## config.mk

```make
export PLATFORM = sky130hd
export DESIGN_NAME = cursor_luma_alpha_overlay
export DESIGN_NICKNAME = d
export VERILOG_FILES = /design/src/sv/cla_pkg.sv /design/src/sv/cla_front.sv /design/src/sv/cla_queue.sv /design/src/sv/cla_back.sv /design/src/sv/cursor_luma_alpha_overlay.sv
export SDC_FILE = /design/constraint.sdc
export NUM_CORES = 1
export LEC_CHECK = 0
export BUFFER_PORTS_ARGS = -buffer_cell sky130_fd_sc_hd__clkbuf_2
export CORE_MARGIN = 2
export CORE_UTILIZATION = 55
export DETAILED_ROUTE_END_ITERATION = 7
export GPL_TIMING_DRIVEN = 0
export PLACE_DENSITY = 0.72
export SLEW_MARGIN = 15
export SYNTH_ARGS = -nofsm -noshare
export SYNTH_HDL_FRONTEND = slang
export SYNTH_SLANG_ARGS = --single-unit
```

## constraint.sdc

```tcl
create_clock -name clock -period 6.19 [get_ports clock]
set_input_delay 1.5475 -clock clock [delete_from_list [all_inputs] [get_ports clock]]
set_output_delay 1.5475 -clock clock [all_outputs]
set_load 0.03 [all_outputs]
```

## src/sv/cla_pkg.sv

```systemverilog
`timescale 1ns / 1ps
// ============================================================================
// cla_pkg - shared types and constants for the cursor luma overlay
// Register layout, request/queue item types and the divide-by-255 helper.
// ============================================================================
package cla_pkg;

   // parameter defaults
   localparam int MAX_CURSOR_SIZE_DEF = 64;
   localparam int MAX_FRAME_DIM_DEF   = 4096;

   // field widths
   localparam int PIXEL_W       = 32;
   localparam int LUMA_W        = 8;
   localparam int ADDR_W        = 24;
   localparam int FRAME_DIM_W   = 13;
   localparam int CURSOR_POS_W  = 12;
   localparam int SCALE_W       = 2;
   localparam int CURSOR_SIZE_W = 7;
   localparam int DEST_X_W      = 13;
   localparam int CSR_INDEX_W   = 3;
   localparam int CSR_DATA_W    = 13;
   localparam int PROD_W        = CURSOR_POS_W + FRAME_DIM_W;
   localparam int WIDE_W        = 2 * LUMA_W;

   // register reset values
   localparam int FRAME_WIDTH_RST   = 640;
   localparam int FRAME_HEIGHT_RST  = 480;
   localparam int CURSOR_SIZE_RST   = 32;

   // BT.601 luma, 8-bit fixed point
   localparam int COEF_R      = 66;
   localparam int COEF_G      = 129;
   localparam int COEF_B      = 25;
   localparam int LUMA_OFFSET = 16;
   localparam int ALPHA_MAX   = 255;

   // request queue between front and back
   localparam int QUEUE_DEPTH = 4;
   localparam int QUEUE_PTR_W = 2;

   typedef enum logic [CSR_INDEX_W-1:0] {
      CSR_FRAME_WIDTH   = 3'd0,
      CSR_FRAME_HEIGHT  = 3'd1,
      CSR_CURSOR_X      = 3'd2,
      CSR_CURSOR_Y      = 3'd3,
      CSR_SCALE_SHIFT   = 3'd4,
      CSR_CURSOR_WIDTH  = 3'd5,
      CSR_CURSOR_HEIGHT = 3'd6
   } csr_index_type;

   typedef struct packed {
      logic [FRAME_DIM_W-1:0]   frame_width;
      logic [FRAME_DIM_W-1:0]   frame_height;
      logic [CURSOR_POS_W-1:0]  cursor_x;
      logic [CURSOR_POS_W-1:0]  cursor_y;
      logic [SCALE_W-1:0]       scale_shift;
      logic [CURSOR_SIZE_W-1:0] cursor_width;
      logic [CURSOR_SIZE_W-1:0] cursor_height;
   } cla_cfg_type;

   typedef struct packed {
      logic                    write_enable;
      logic                    last_pixel;
      logic [DEST_X_W-1:0]     dest_x;
      logic [CURSOR_POS_W-1:0] dest_y;
      logic [FRAME_DIM_W-1:0]  row_pitch;
      logic [LUMA_W-1:0]       alpha;
      logic [LUMA_W-1:0]       red;
      logic [LUMA_W-1:0]       green;
      logic [LUMA_W-1:0]       blue;
      logic [LUMA_W-1:0]       background;
   } cla_item_type;

   typedef struct packed {
      logic full;
      logic empty;
   } cla_qstat_type;

   // exact floor(x/255) for x <= 255*255
   function automatic logic [LUMA_W-1:0] div255(input logic [WIDE_W-1:0] x);
      logic [WIDE_W:0] t;
      t = {1'b0, x} + (WIDE_W+1)'(x[WIDE_W-1:LUMA_W]) + (WIDE_W+1)'(1);
      return t[WIDE_W-1:LUMA_W];
   endfunction

endpackage

```

## src/sv/cla_front.sv

```systemverilog
`timescale 1ns / 1ps
// ============================================================================
// cla_front - request intake and classification
// Walks the scaled cursor with column/row counters, resolves destination and
// bounds, and pushes one classified item per accepted request.
// ============================================================================
module cla_front #(
   parameter int MAX_CURSOR_SIZE = cla_pkg::MAX_CURSOR_SIZE_DEF,
   parameter int MAX_FRAME_DIM   = cla_pkg::MAX_FRAME_DIM_DEF
) (
   input  logic                          clock,
   input  logic                          reset,
   input  cla_pkg::cla_cfg_type          cfg,
   input  logic                          req_valid,
   output logic                          req_stall,
   input  logic [cla_pkg::PIXEL_W-1:0]   req_cursor_pixel,
   input  logic [cla_pkg::LUMA_W-1:0]    req_background_luma,
   input  cla_pkg::cla_qstat_type        qstat,
   output logic                          push,
   output cla_pkg::cla_item_type         item
);
   import cla_pkg::*;

   localparam int CNT_W  = $clog2(MAX_CURSOR_SIZE);
   localparam int SIZE_W = CNT_W + 1;

   logic [CNT_W-1:0]        col_ff, col_in;
   logic [CNT_W-1:0]        row_ff, row_in;
   logic [SIZE_W-1:0]       cw_cap, ch_cap, cw, ch;
   logic                    col_end, row_end;
   logic [CURSOR_POS_W-1:0] cx, cy;
   logic [FRAME_DIM_W-1:0]  fw, fh;
   logic [DEST_X_W-1:0]     dx;
   logic [CURSOR_POS_W-1:0] dy;
   logic                    row_ok, in_frame;

   always_comb begin
      if (int'(cfg.cursor_width) > MAX_CURSOR_SIZE) begin
         cw_cap = SIZE_W'(MAX_CURSOR_SIZE);
      end else begin
         cw_cap = SIZE_W'(cfg.cursor_width);
      end
      if (int'(cfg.cursor_height) > MAX_CURSOR_SIZE) begin
         ch_cap = SIZE_W'(MAX_CURSOR_SIZE);
      end else begin
         ch_cap = SIZE_W'(cfg.cursor_height);
      end
      cw = cw_cap >> cfg.scale_shift;
      ch = ch_cap >> cfg.scale_shift;
      if (cw == '0) begin
         cw = SIZE_W'(1);
      end
      if (ch == '0) begin
         ch = SIZE_W'(1);
      end

      if (int'(cfg.frame_width) > MAX_FRAME_DIM) begin
         fw = FRAME_DIM_W'(MAX_FRAME_DIM);
      end else begin
         fw = cfg.frame_width;
      end
      if (int'(cfg.frame_height) > MAX_FRAME_DIM) begin
         fh = FRAME_DIM_W'(MAX_FRAME_DIM);
      end else begin
         fh = cfg.frame_height;
      end
   end

   assign cx      = cfg.cursor_x >> cfg.scale_shift;
   assign cy      = cfg.cursor_y >> cfg.scale_shift;
   assign col_end = (SIZE_W'(col_ff) + SIZE_W'(1)) >= cw;
   assign row_end = (SIZE_W'(row_ff) + SIZE_W'(1)) >= ch;
   assign dx      = DEST_X_W'(cx) + DEST_X_W'(col_ff);
   assign row_ok  = CURSOR_POS_W'(row_ff) <= cy;
   assign dy      = cy - CURSOR_POS_W'(row_ff);
   assign in_frame = (FRAME_DIM_W'(dy) < fh) && (dx < fw);

   assign req_stall = qstat.full;
   assign push      = req_valid && !qstat.full;

   always_comb begin
      item.write_enable = (req_cursor_pixel[31:24] != '0) && row_ok && in_frame;
      item.last_pixel   = col_end && row_end;
      item.dest_x       = dx;
      item.dest_y       = dy;
      item.row_pitch    = fw;
      item.alpha        = req_cursor_pixel[31:24];
      item.red          = req_cursor_pixel[23:16];
      item.green        = req_cursor_pixel[15:8];
      item.blue         = req_cursor_pixel[7:0];
      item.background   = req_background_luma;
   end

   always_comb begin
      col_in = col_ff;
      row_in = row_ff;
      if (push) begin
         if (col_end) begin
            col_in = '0;
            row_in = row_end ? '0 : row_ff + CNT_W'(1);
         end else begin
            col_in = col_ff + CNT_W'(1);
         end
      end
   end

   always_ff @(posedge clock) begin
      if (reset) begin
         col_ff <= '0;
         row_ff <= '0;
      end else begin
         col_ff <= col_in;
         row_ff <= row_in;
      end
   end

   // the last pixel of the cursor always brings both counters home
   a_last_wraps: assert property (@(posedge clock) disable iff (reset)
      push && item.last_pixel |=> col_ff == '0 && row_ff == '0)
      else $error("counters did not wrap after last pixel");

endmodule

```

## src/sv/cla_queue.sv

```systemverilog
`timescale 1ns / 1ps
// ============================================================================
// cla_queue - short request queue between front and back
// Four-entry register queue; head entry is visible while not empty.
// ============================================================================
module cla_queue (
   input  logic                   clock,
   input  logic                   reset,
   input  logic                   push,
   input  cla_pkg::cla_item_type  push_item,
   input  logic                   pop,
   output cla_pkg::cla_item_type  head_item,
   output cla_pkg::cla_qstat_type qstat
);
   import cla_pkg::*;

   cla_item_type           mem_ff [QUEUE_DEPTH];
   logic [QUEUE_PTR_W-1:0] wr_ptr_ff, wr_ptr_in;
   logic [QUEUE_PTR_W-1:0] rd_ptr_ff, rd_ptr_in;
   logic [QUEUE_PTR_W:0]   count_ff, count_in;

   assign qstat.full  = count_ff == (QUEUE_PTR_W+1)'(QUEUE_DEPTH);
   assign qstat.empty = count_ff == '0;
   assign head_item   = mem_ff[rd_ptr_ff];

   always_comb begin
      wr_ptr_in = push ? wr_ptr_ff + QUEUE_PTR_W'(1) : wr_ptr_ff;
      rd_ptr_in = pop  ? rd_ptr_ff + QUEUE_PTR_W'(1) : rd_ptr_ff;
      count_in  = count_ff;
      if (push && !pop) begin
         count_in = count_ff + (QUEUE_PTR_W+1)'(1);
      end else if (pop && !push) begin
         count_in = count_ff - (QUEUE_PTR_W+1)'(1);
      end
   end

   always_ff @(posedge clock) begin
      if (push) begin
         mem_ff[wr_ptr_ff] <= push_item;
      end
   end

   always_ff @(posedge clock) begin
      if (reset) begin
         wr_ptr_ff <= '0;
         rd_ptr_ff <= '0;
         count_ff  <= '0;
      end else begin
         wr_ptr_ff <= wr_ptr_in;
         rd_ptr_ff <= rd_ptr_in;
         count_ff  <= count_in;
      end
   end

   a_no_overflow: assert property (@(posedge clock) disable iff (reset)
      push |-> !qstat.full)
      else $error("push into full queue");

   a_no_underflow: assert property (@(posedge clock) disable iff (reset)
      pop |-> !qstat.empty)
      else $error("pop from empty queue");

   a_count_bound: assert property (@(posedge clock) disable iff (reset)
      count_ff <= (QUEUE_PTR_W+1)'(QUEUE_DEPTH))
      else $error("queue count out of range");

endmodule

```

## src/sv/cla_back.sv

```systemverilog
`timescale 1ns / 1ps
// ============================================================================
// cla_back - luma, blend and address pipeline
// Stage 1: row*pitch product and weighted RGB sum. Stage 2: luma, blend
// products and address. Output register: divide by 255 and write gating.
// ============================================================================
module cla_back (
   input  logic                          clock,
   input  logic                          reset,
   input  cla_pkg::cla_item_type         head_item,
   input  cla_pkg::cla_qstat_type        qstat,
   output logic                          pop,
   output logic                          rsp_valid,
   input  logic                          rsp_stall,
   output logic                          rsp_write_enable,
   output logic [cla_pkg::ADDR_W-1:0]    rsp_dest_address,
   output logic [cla_pkg::LUMA_W-1:0]    rsp_new_luma,
   output logic                          rsp_last_pixel
);
   import cla_pkg::*;

   // stage 1
   logic                  s1_valid_ff;
   logic                  s1_we_ff, s1_last_ff;
   logic [PROD_W-1:0]     s1_prod_ff;
   logic [DEST_X_W-1:0]   s1_dx_ff;
   logic [WIDE_W-1:0]     s1_ysum_ff;
   logic [LUMA_W-1:0]     s1_alpha_ff, s1_bg_ff;
   // stage 2
   logic                  s2_valid_ff;
   logic                  s2_we_ff, s2_last_ff;
   logic [ADDR_W-1:0]     s2_addr_ff;
   logic [WIDE_W-1:0]     s2_bg_prod_ff, s2_y_prod_ff;
   // output register
   logic                  out_valid_ff;
   logic                  out_we_ff, out_last_ff;
   logic [ADDR_W-1:0]     out_addr_ff;
   logic [LUMA_W-1:0]     out_luma_ff;

   logic                  out_ready, s2_ready, s1_ready;
   logic [PROD_W-1:0]     prod_in;
   logic [WIDE_W-1:0]     ysum_in;
   logic [LUMA_W-1:0]     y_luma;
   logic [PROD_W-1:0]     addr_sum;
   logic [LUMA_W-1:0]     luma_in;

   assign out_ready = !out_valid_ff || !rsp_stall;
   assign s2_ready  = !s2_valid_ff || out_ready;
   assign s1_ready  = !s1_valid_ff || s2_ready;
   assign pop       = !qstat.empty && s1_ready;

   assign prod_in = PROD_W'(head_item.dest_y) * PROD_W'(head_item.row_pitch);
   assign ysum_in = WIDE_W'(COEF_R) * WIDE_W'(head_item.red)
                  + WIDE_W'(COEF_G) * WIDE_W'(head_item.green)
                  + WIDE_W'(COEF_B) * WIDE_W'(head_item.blue);

   assign y_luma   = s1_ysum_ff[WIDE_W-1:LUMA_W] + LUMA_W'(LUMA_OFFSET);
   assign addr_sum = s1_prod_ff + PROD_W'(s1_dx_ff);
   assign luma_in  = div255(s2_bg_prod_ff) + div255(s2_y_prod_ff);

   always_ff @(posedge clock) begin
      if (pop) begin
         s1_we_ff    <= head_item.write_enable;
         s1_last_ff  <= head_item.last_pixel;
         s1_prod_ff  <= prod_in;
         s1_dx_ff    <= head_item.dest_x;
         s1_ysum_ff  <= ysum_in;
         s1_alpha_ff <= head_item.alpha;
         s1_bg_ff    <= head_item.background;
      end
      if (s1_valid_ff && s2_ready) begin
         s2_we_ff      <= s1_we_ff;
         s2_last_ff    <= s1_last_ff;
         s2_addr_ff    <= addr_sum[ADDR_W-1:0];
         s2_bg_prod_ff <= WIDE_W'(s1_bg_ff) * WIDE_W'(LUMA_W'(ALPHA_MAX) - s1_alpha_ff);
         s2_y_prod_ff  <= WIDE_W'(y_luma) * WIDE_W'(s1_alpha_ff);
      end
      if (s2_valid_ff && out_ready) begin
         out_we_ff   <= s2_we_ff;
         out_last_ff <= s2_last_ff;
         out_addr_ff <= s2_we_ff ? s2_addr_ff : '0;
         out_luma_ff <= s2_we_ff ? luma_in : '0;
      end
   end

   always_ff @(posedge clock) begin
      if (reset) begin
         s1_valid_ff  <= 1'b0;
         s2_valid_ff  <= 1'b0;
         out_valid_ff <= 1'b0;
      end else begin
         if (s1_ready) begin
            s1_valid_ff <= pop;
         end
         if (s2_ready) begin
            s2_valid_ff <= s1_valid_ff;
         end
         if (out_ready) begin
            out_valid_ff <= s2_valid_ff;
         end
      end
   end

   assign rsp_valid        = out_valid_ff;
   assign rsp_write_enable = out_we_ff;
   assign rsp_dest_address = out_addr_ff;
   assign rsp_new_luma     = out_luma_ff;
   assign rsp_last_pixel   = out_last_ff;

   a_suppressed_zero: assert property (@(posedge clock) disable iff (reset)
      rsp_valid && !rsp_write_enable |-> rsp_dest_address == '0 && rsp_new_luma == '0)
      else $error("suppressed write carries nonzero payload");

   a_pop_fills_s1: assert property (@(posedge clock) disable iff (reset)
      pop |=> s1_valid_ff)
      else $error("popped request lost before stage 1");

endmodule

```

## src/sv/cursor_luma_alpha_overlay.sv

```systemverilog
`timescale 1ns / 1ps
// ============================================================================
// cursor_luma_alpha_overlay - hardware cursor alpha blend into a luma plane
// Cursor ARGB pixels in raster order are converted to BT.601 luma, blended
// over the background luma and emitted as luma-plane writes.
// ============================================================================
//
//   channel  direction  handshake             payload
//   -------  ---------  --------------------  ----------------------------------
//   req      in         req_valid/req_stall   cursor_pixel, background_luma
//   rsp      out        rsp_valid/rsp_stall   write_enable, dest_address,
//                                             new_luma, last_pixel
//   csr      in         csr_write_enable      csr_index, csr_write_data
//
// One request per cycle sustained while rsp_stall is low. An accepted request
// passes the queue, product stage, blend stage and output reg before its response.
// The four-entry request queue decouples intake from the blend pipeline, so
// req_stall rises only once rsp_stall has backed the pipeline and queue up.
// Reset (synchronous, active high) empties the queue and pipeline, clears
// the cursor column/row counters and loads register defaults.
// Registers must only be written while no request is in flight; the block does not enforce it.
//
module cursor_luma_alpha_overlay #(
   parameter int MAX_CURSOR_SIZE = cla_pkg::MAX_CURSOR_SIZE_DEF,
   parameter int MAX_FRAME_DIM   = cla_pkg::MAX_FRAME_DIM_DEF
) (
   input  logic                              clock,
   input  logic                              reset,
   // configuration
   input  logic                              csr_write_enable,
   input  logic [cla_pkg::CSR_INDEX_W-1:0]   csr_index,
   input  logic [cla_pkg::CSR_DATA_W-1:0]    csr_write_data,
   // requests
   input  logic                              req_valid,
   output logic                              req_stall,
   input  logic [cla_pkg::PIXEL_W-1:0]       req_cursor_pixel,
   input  logic [cla_pkg::LUMA_W-1:0]        req_background_luma,
   // responses
   output logic                              rsp_valid,
   input  logic                              rsp_stall,
   output logic                              rsp_write_enable,
   output logic [cla_pkg::ADDR_W-1:0]        rsp_dest_address,
   output logic [cla_pkg::LUMA_W-1:0]        rsp_new_luma,
   output logic                              rsp_last_pixel
);
   import cla_pkg::*;

   cla_cfg_type   cfg_ff, cfg_in;
   cla_qstat_type qstat;
   cla_item_type  push_item, head_item;
   logic          push, pop;

   // register file: a write to an unused index is dropped
   always_comb begin
      cfg_in = cfg_ff;
      if (csr_write_enable) begin
         case (csr_index)
            CSR_FRAME_WIDTH:   cfg_in.frame_width   = csr_write_data[FRAME_DIM_W-1:0];
            CSR_FRAME_HEIGHT:  cfg_in.frame_height  = csr_write_data[FRAME_DIM_W-1:0];
            CSR_CURSOR_X:      cfg_in.cursor_x      = csr_write_data[CURSOR_POS_W-1:0];
            CSR_CURSOR_Y:      cfg_in.cursor_y      = csr_write_data[CURSOR_POS_W-1:0];
            CSR_SCALE_SHIFT:   cfg_in.scale_shift   = csr_write_data[SCALE_W-1:0];
            CSR_CURSOR_WIDTH:  cfg_in.cursor_width  = csr_write_data[CURSOR_SIZE_W-1:0];
            CSR_CURSOR_HEIGHT: cfg_in.cursor_height = csr_write_data[CURSOR_SIZE_W-1:0];
            default: begin
            end
         endcase
      end
   end

   always_ff @(posedge clock) begin
      if (reset) begin
         cfg_ff.frame_width   <= FRAME_DIM_W'(FRAME_WIDTH_RST);
         cfg_ff.frame_height  <= FRAME_DIM_W'(FRAME_HEIGHT_RST);
         cfg_ff.cursor_x      <= '0;
         cfg_ff.cursor_y      <= '0;
         cfg_ff.scale_shift   <= '0;
         cfg_ff.cursor_width  <= CURSOR_SIZE_W'(CURSOR_SIZE_RST);
         cfg_ff.cursor_height <= CURSOR_SIZE_W'(CURSOR_SIZE_RST);
      end else begin
         cfg_ff <= cfg_in;
      end
   end

   // front: counters, destination and bounds, write qualification
   cla_front #(
      .MAX_CURSOR_SIZE (MAX_CURSOR_SIZE),
      .MAX_FRAME_DIM   (MAX_FRAME_DIM)
   ) u_front (
      .clock               (clock),
      .reset               (reset),
      .cfg                 (cfg_ff),
      .req_valid           (req_valid),
      .req_stall           (req_stall),
      .req_cursor_pixel    (req_cursor_pixel),
      .req_background_luma (req_background_luma),
      .qstat               (qstat),
      .push                (push),
      .item                (push_item)
   );

   // classified requests wait here for the blend pipeline
   cla_queue u_queue (
      .clock     (clock),
      .reset     (reset),
      .push      (push),
      .push_item (push_item),
      .pop       (pop),
      .head_item (head_item),
      .qstat     (qstat)
   );

   // back: luma conversion, alpha blend, address, output register
   cla_back u_back (
      .clock            (clock),
      .reset            (reset),
      .head_item        (head_item),
      .qstat            (qstat),
      .pop              (pop),
      .rsp_valid        (rsp_valid),
      .rsp_stall        (rsp_stall),
      .rsp_write_enable (rsp_write_enable),
      .rsp_dest_address (rsp_dest_address),
      .rsp_new_luma     (rsp_new_luma),
      .rsp_last_pixel   (rsp_last_pixel)
   );

endmodule

```

==> metrics <==
outcome finished clean; Worst-Skew Late Latency 0.64 ns; total DRC errors in the routed layout 0; final-report max-slew violation count 0; number of global-route vias before repair 22771; sequence of cells on the critical path buf_12 -> buf_12 -> mux4_2 -> buf_8 -> buf_4 -> and2_4 -> fa_1 -> fa_1 -> fa_1 -> fa_1 -> inv_1 -> fa_1 -> inv_1 -> ha_4 -> inv_1 -> o21bai_1 -> a41o_1 -> a21o_1 -> a31o_2 -> o41a_1 -> xor2_1; required time reported for the critical path endpoint 6.51 ns; Die Height 255.6 µm; Clock H-tree levels 2; crit path buf inv count 7; proportion of layout cells with a drive suffix above 1 13.71%; largest stage delay on the critical path 0.57 ns; WS Path Type flip-flop to flip-flop; Total Wirelength 73.63 mm; startpoint of the tightest hold check path u_back.s1_last_ff; PnR worst setup slack 0.01103 ns; Area Overhead vs Synth 12.87%; IO Port Bufs 96; pre-CTS setup slack -1.059 ns; share of synthesized registers carrying an async set or reset 0%; initial cell density of the core 55.41%; worst slew margin relative to its limit 49.67%; RSZ-0062 raised after global routing true; post-detail-place hpwl 55.01 mm; number of max-cap violations 0; final weighted congestion in routability-driven placement 0.9194; top area cells in the synthesized netlist sky130_fd_sc_hd__edfxtp_1 (41%), sky130_fd_sc_hd__fa_1 (12%), sky130_fd_sc_hd__ha_1 (10%); Vias 21881; Avg Inst Size Synth 12.13 µm²; total setup violations reported at the end of the flow 0; Cell variety after synth 73; dominant cell type by count on the critical path sky130_fd_sc_hd__fa_1; overall routing resource usage 22.76%; number of buffers created by CTS 57; residual overflow from global routing 0; number of top-level design ports 97; shortest period the worst path allows 6.179 ns; global-route wire length before repair 118.8 mm; flip-flop and latch count after synthesis 565; worst clock skew on the final layout 0.06862 ns; Horiz. Die Dim 255.6 µm; core box area 62850 µm²; Nets 3625; utilization after layout 62.55%; post-synth top area share 40.95%; clock edge transition at the registers on the reported setup and hold paths 0.06 ns; hold violation total from the final report 0; delay-heaviest family, CP adder cells; largest net degree at the start of global routing 50; final standard cell area without fillers 39310 µm²; Synth Net Count 3425; sequential-to-total area share from yosys stat 46.13%; cell type with the largest total area after synthesis sky130_fd_sc_hd__edfxtp_1; Synth Warn # 0; number of DRC markers in iteration 0 1430; post-placement cell area 36680 µm²; commonest register cell after synthesis sky130_fd_sc_hd__edfxtp_1; antenna violations before repair 2; count of antenna-violating nets left after detailed routing 0; root buffer cell sky130_fd_sc_hd__clkbuf_16; clk sink count 565; slowest CP cell sky130_fd_sc_hd__mux4_2; slew of the pin with the lowest slew margin 0.7492 ns; number of synthesized flops with an enable pin 475; synthesized area 34830 µm²; number of rows in the core area 92; most numerous cell types in the synthesized netlist sky130_fd_sc_hd__edfxtp_1 (475), sky130_fd_sc_hd__inv_1 (371), sky130_fd_sc_hd__nand2_1 (336); kind of start point of the critical path flip-flop; Mapped Cells 2872; drt pass-1 iters 5; class of the tightest hold or removal check flip-flop to flip-flop; clock tree from TritonCTS done; CP Data Arrival Time 6.49 ns; worst-path maximum fanout 7; Longest Clk Path Bufs 3; fin crit share 99.82%; average vias per placed instance 5.521; f_max 161.8 MHz; library cell with the highest instance count after synthesis sky130_fd_sc_hd__edfxtp_1; Hold WS 0.4232 ns; DR WL/cell 18.58 µm; element type at the critical path end flip-flop; Total Die Area 65350 µm²
layout make-up:
cell class / count / area (µm²)
Fill cell: 4833 / 23540
Multi-Input combinational cell: 1840 / 17240
Sequential cell: 565 / 16070
Clock buffer: 68 / 1509
Inverter: 373 / 1400
Timing Repair Buffer: 148 / 1109
Tap cell: 846 / 1059
Buffer: 87 / 578.1
Clock inverter: 34 / 340.3
Antenna cell: 2 / 5.005
per-layer routing:
layer	vias to the layer above	share of wire [%]	track usage (%)
met5	-	0	0
met4	0	3.1	6.985
met3	148	5.3	3.258
met2	599	49	38.72
met1	10842	43	30.47
li1	10292	-	-
cell usage in the layout, fill, tap and decap left out, types with 46 or more instances in the layout:
cell type and n:
sky130_fd_sc_hd__a21oi_1 123, sky130_fd_sc_hd__and2_1 118, sky130_fd_sc_hd__clkbuf_1 46, sky130_fd_sc_hd__clkbuf_16 58, sky130_fd_sc_hd__clkbuf_2 102, sky130_fd_sc_hd__dfxtp_1 89
sky130_fd_sc_hd__edfxtp_1 475, sky130_fd_sc_hd__fa_1 211, sky130_fd_sc_hd__ha_1 272, sky130_fd_sc_hd__inv_1 369, sky130_fd_sc_hd__mux4_2 97, sky130_fd_sc_hd__nand2_1 333
sky130_fd_sc_hd__nand2b_1 59, sky130_fd_sc_hd__nor2_1 92, sky130_fd_sc_hd__nor2b_1 65, sky130_fd_sc_hd__o21ai_0 55, sky130_fd_sc_hd__xnor2_1 92
state kept, by name, indices dropped and copies added, names as in the netlist, 13 cells and up, named ones only:
register / cells
cfg_ff: 66
u_back.s2_bg_prod_ff: 16
u_back.s1_dx_ff: 13
u_back.s2_y_prod_ff: 16
u_back.s2_addr_ff: 24
u_queue.mem_ff: 320
u_back.rsp_dest_address: 24
u_back.s1_prod_ff: 24
per-stage QoR:
stage	std cells	setup TNS [ns]
floorplan	2872	0
finish	3963	0
global route	3962	-0.1965
detailed placement	3824	-10.92
CTS	3951	0
global placement	3814	-9.816
cell families after synthesis:
logic type | count (synthesis) | share of synthesized area (%)
adders and majority gates | 492 | 22.24
DFF | 565 | 46.13
AOI/OAI and AO/OA | 305 | 5.479
and+or+nand+nor | 810 | 11.29
buffers and inverters | 467 | 5.116
muxes | 109 | 6.625
xor gates and xnor gates | 124 | 3.118
path summary, 6_finish.rpt:
path	end	slack, ns	cells past startpoint
max	u_back.s1_prod_ff[20]	0.01	21
min	u_back.s2_last_ff	0.42	0
max reg2reg	u_back.s1_prod_ff[20]	0.01	21
min reg2reg	u_back.s2_last_ff	0.42	0
what timing repair did:
action                                  4_1_cts  5_1_grt
endpoints found under the setup margin       23       13
pin swaps                                    19       19
gates resized for setup                      87       41
cloned                                        1        0
hold buffers                                  0        0
setup buffers                                27       14
hold endpoints to repair                      0        0
Power is not shown: default switching activity piles up to over one toggle a cycle in this logic, so the estimate is an artifact.
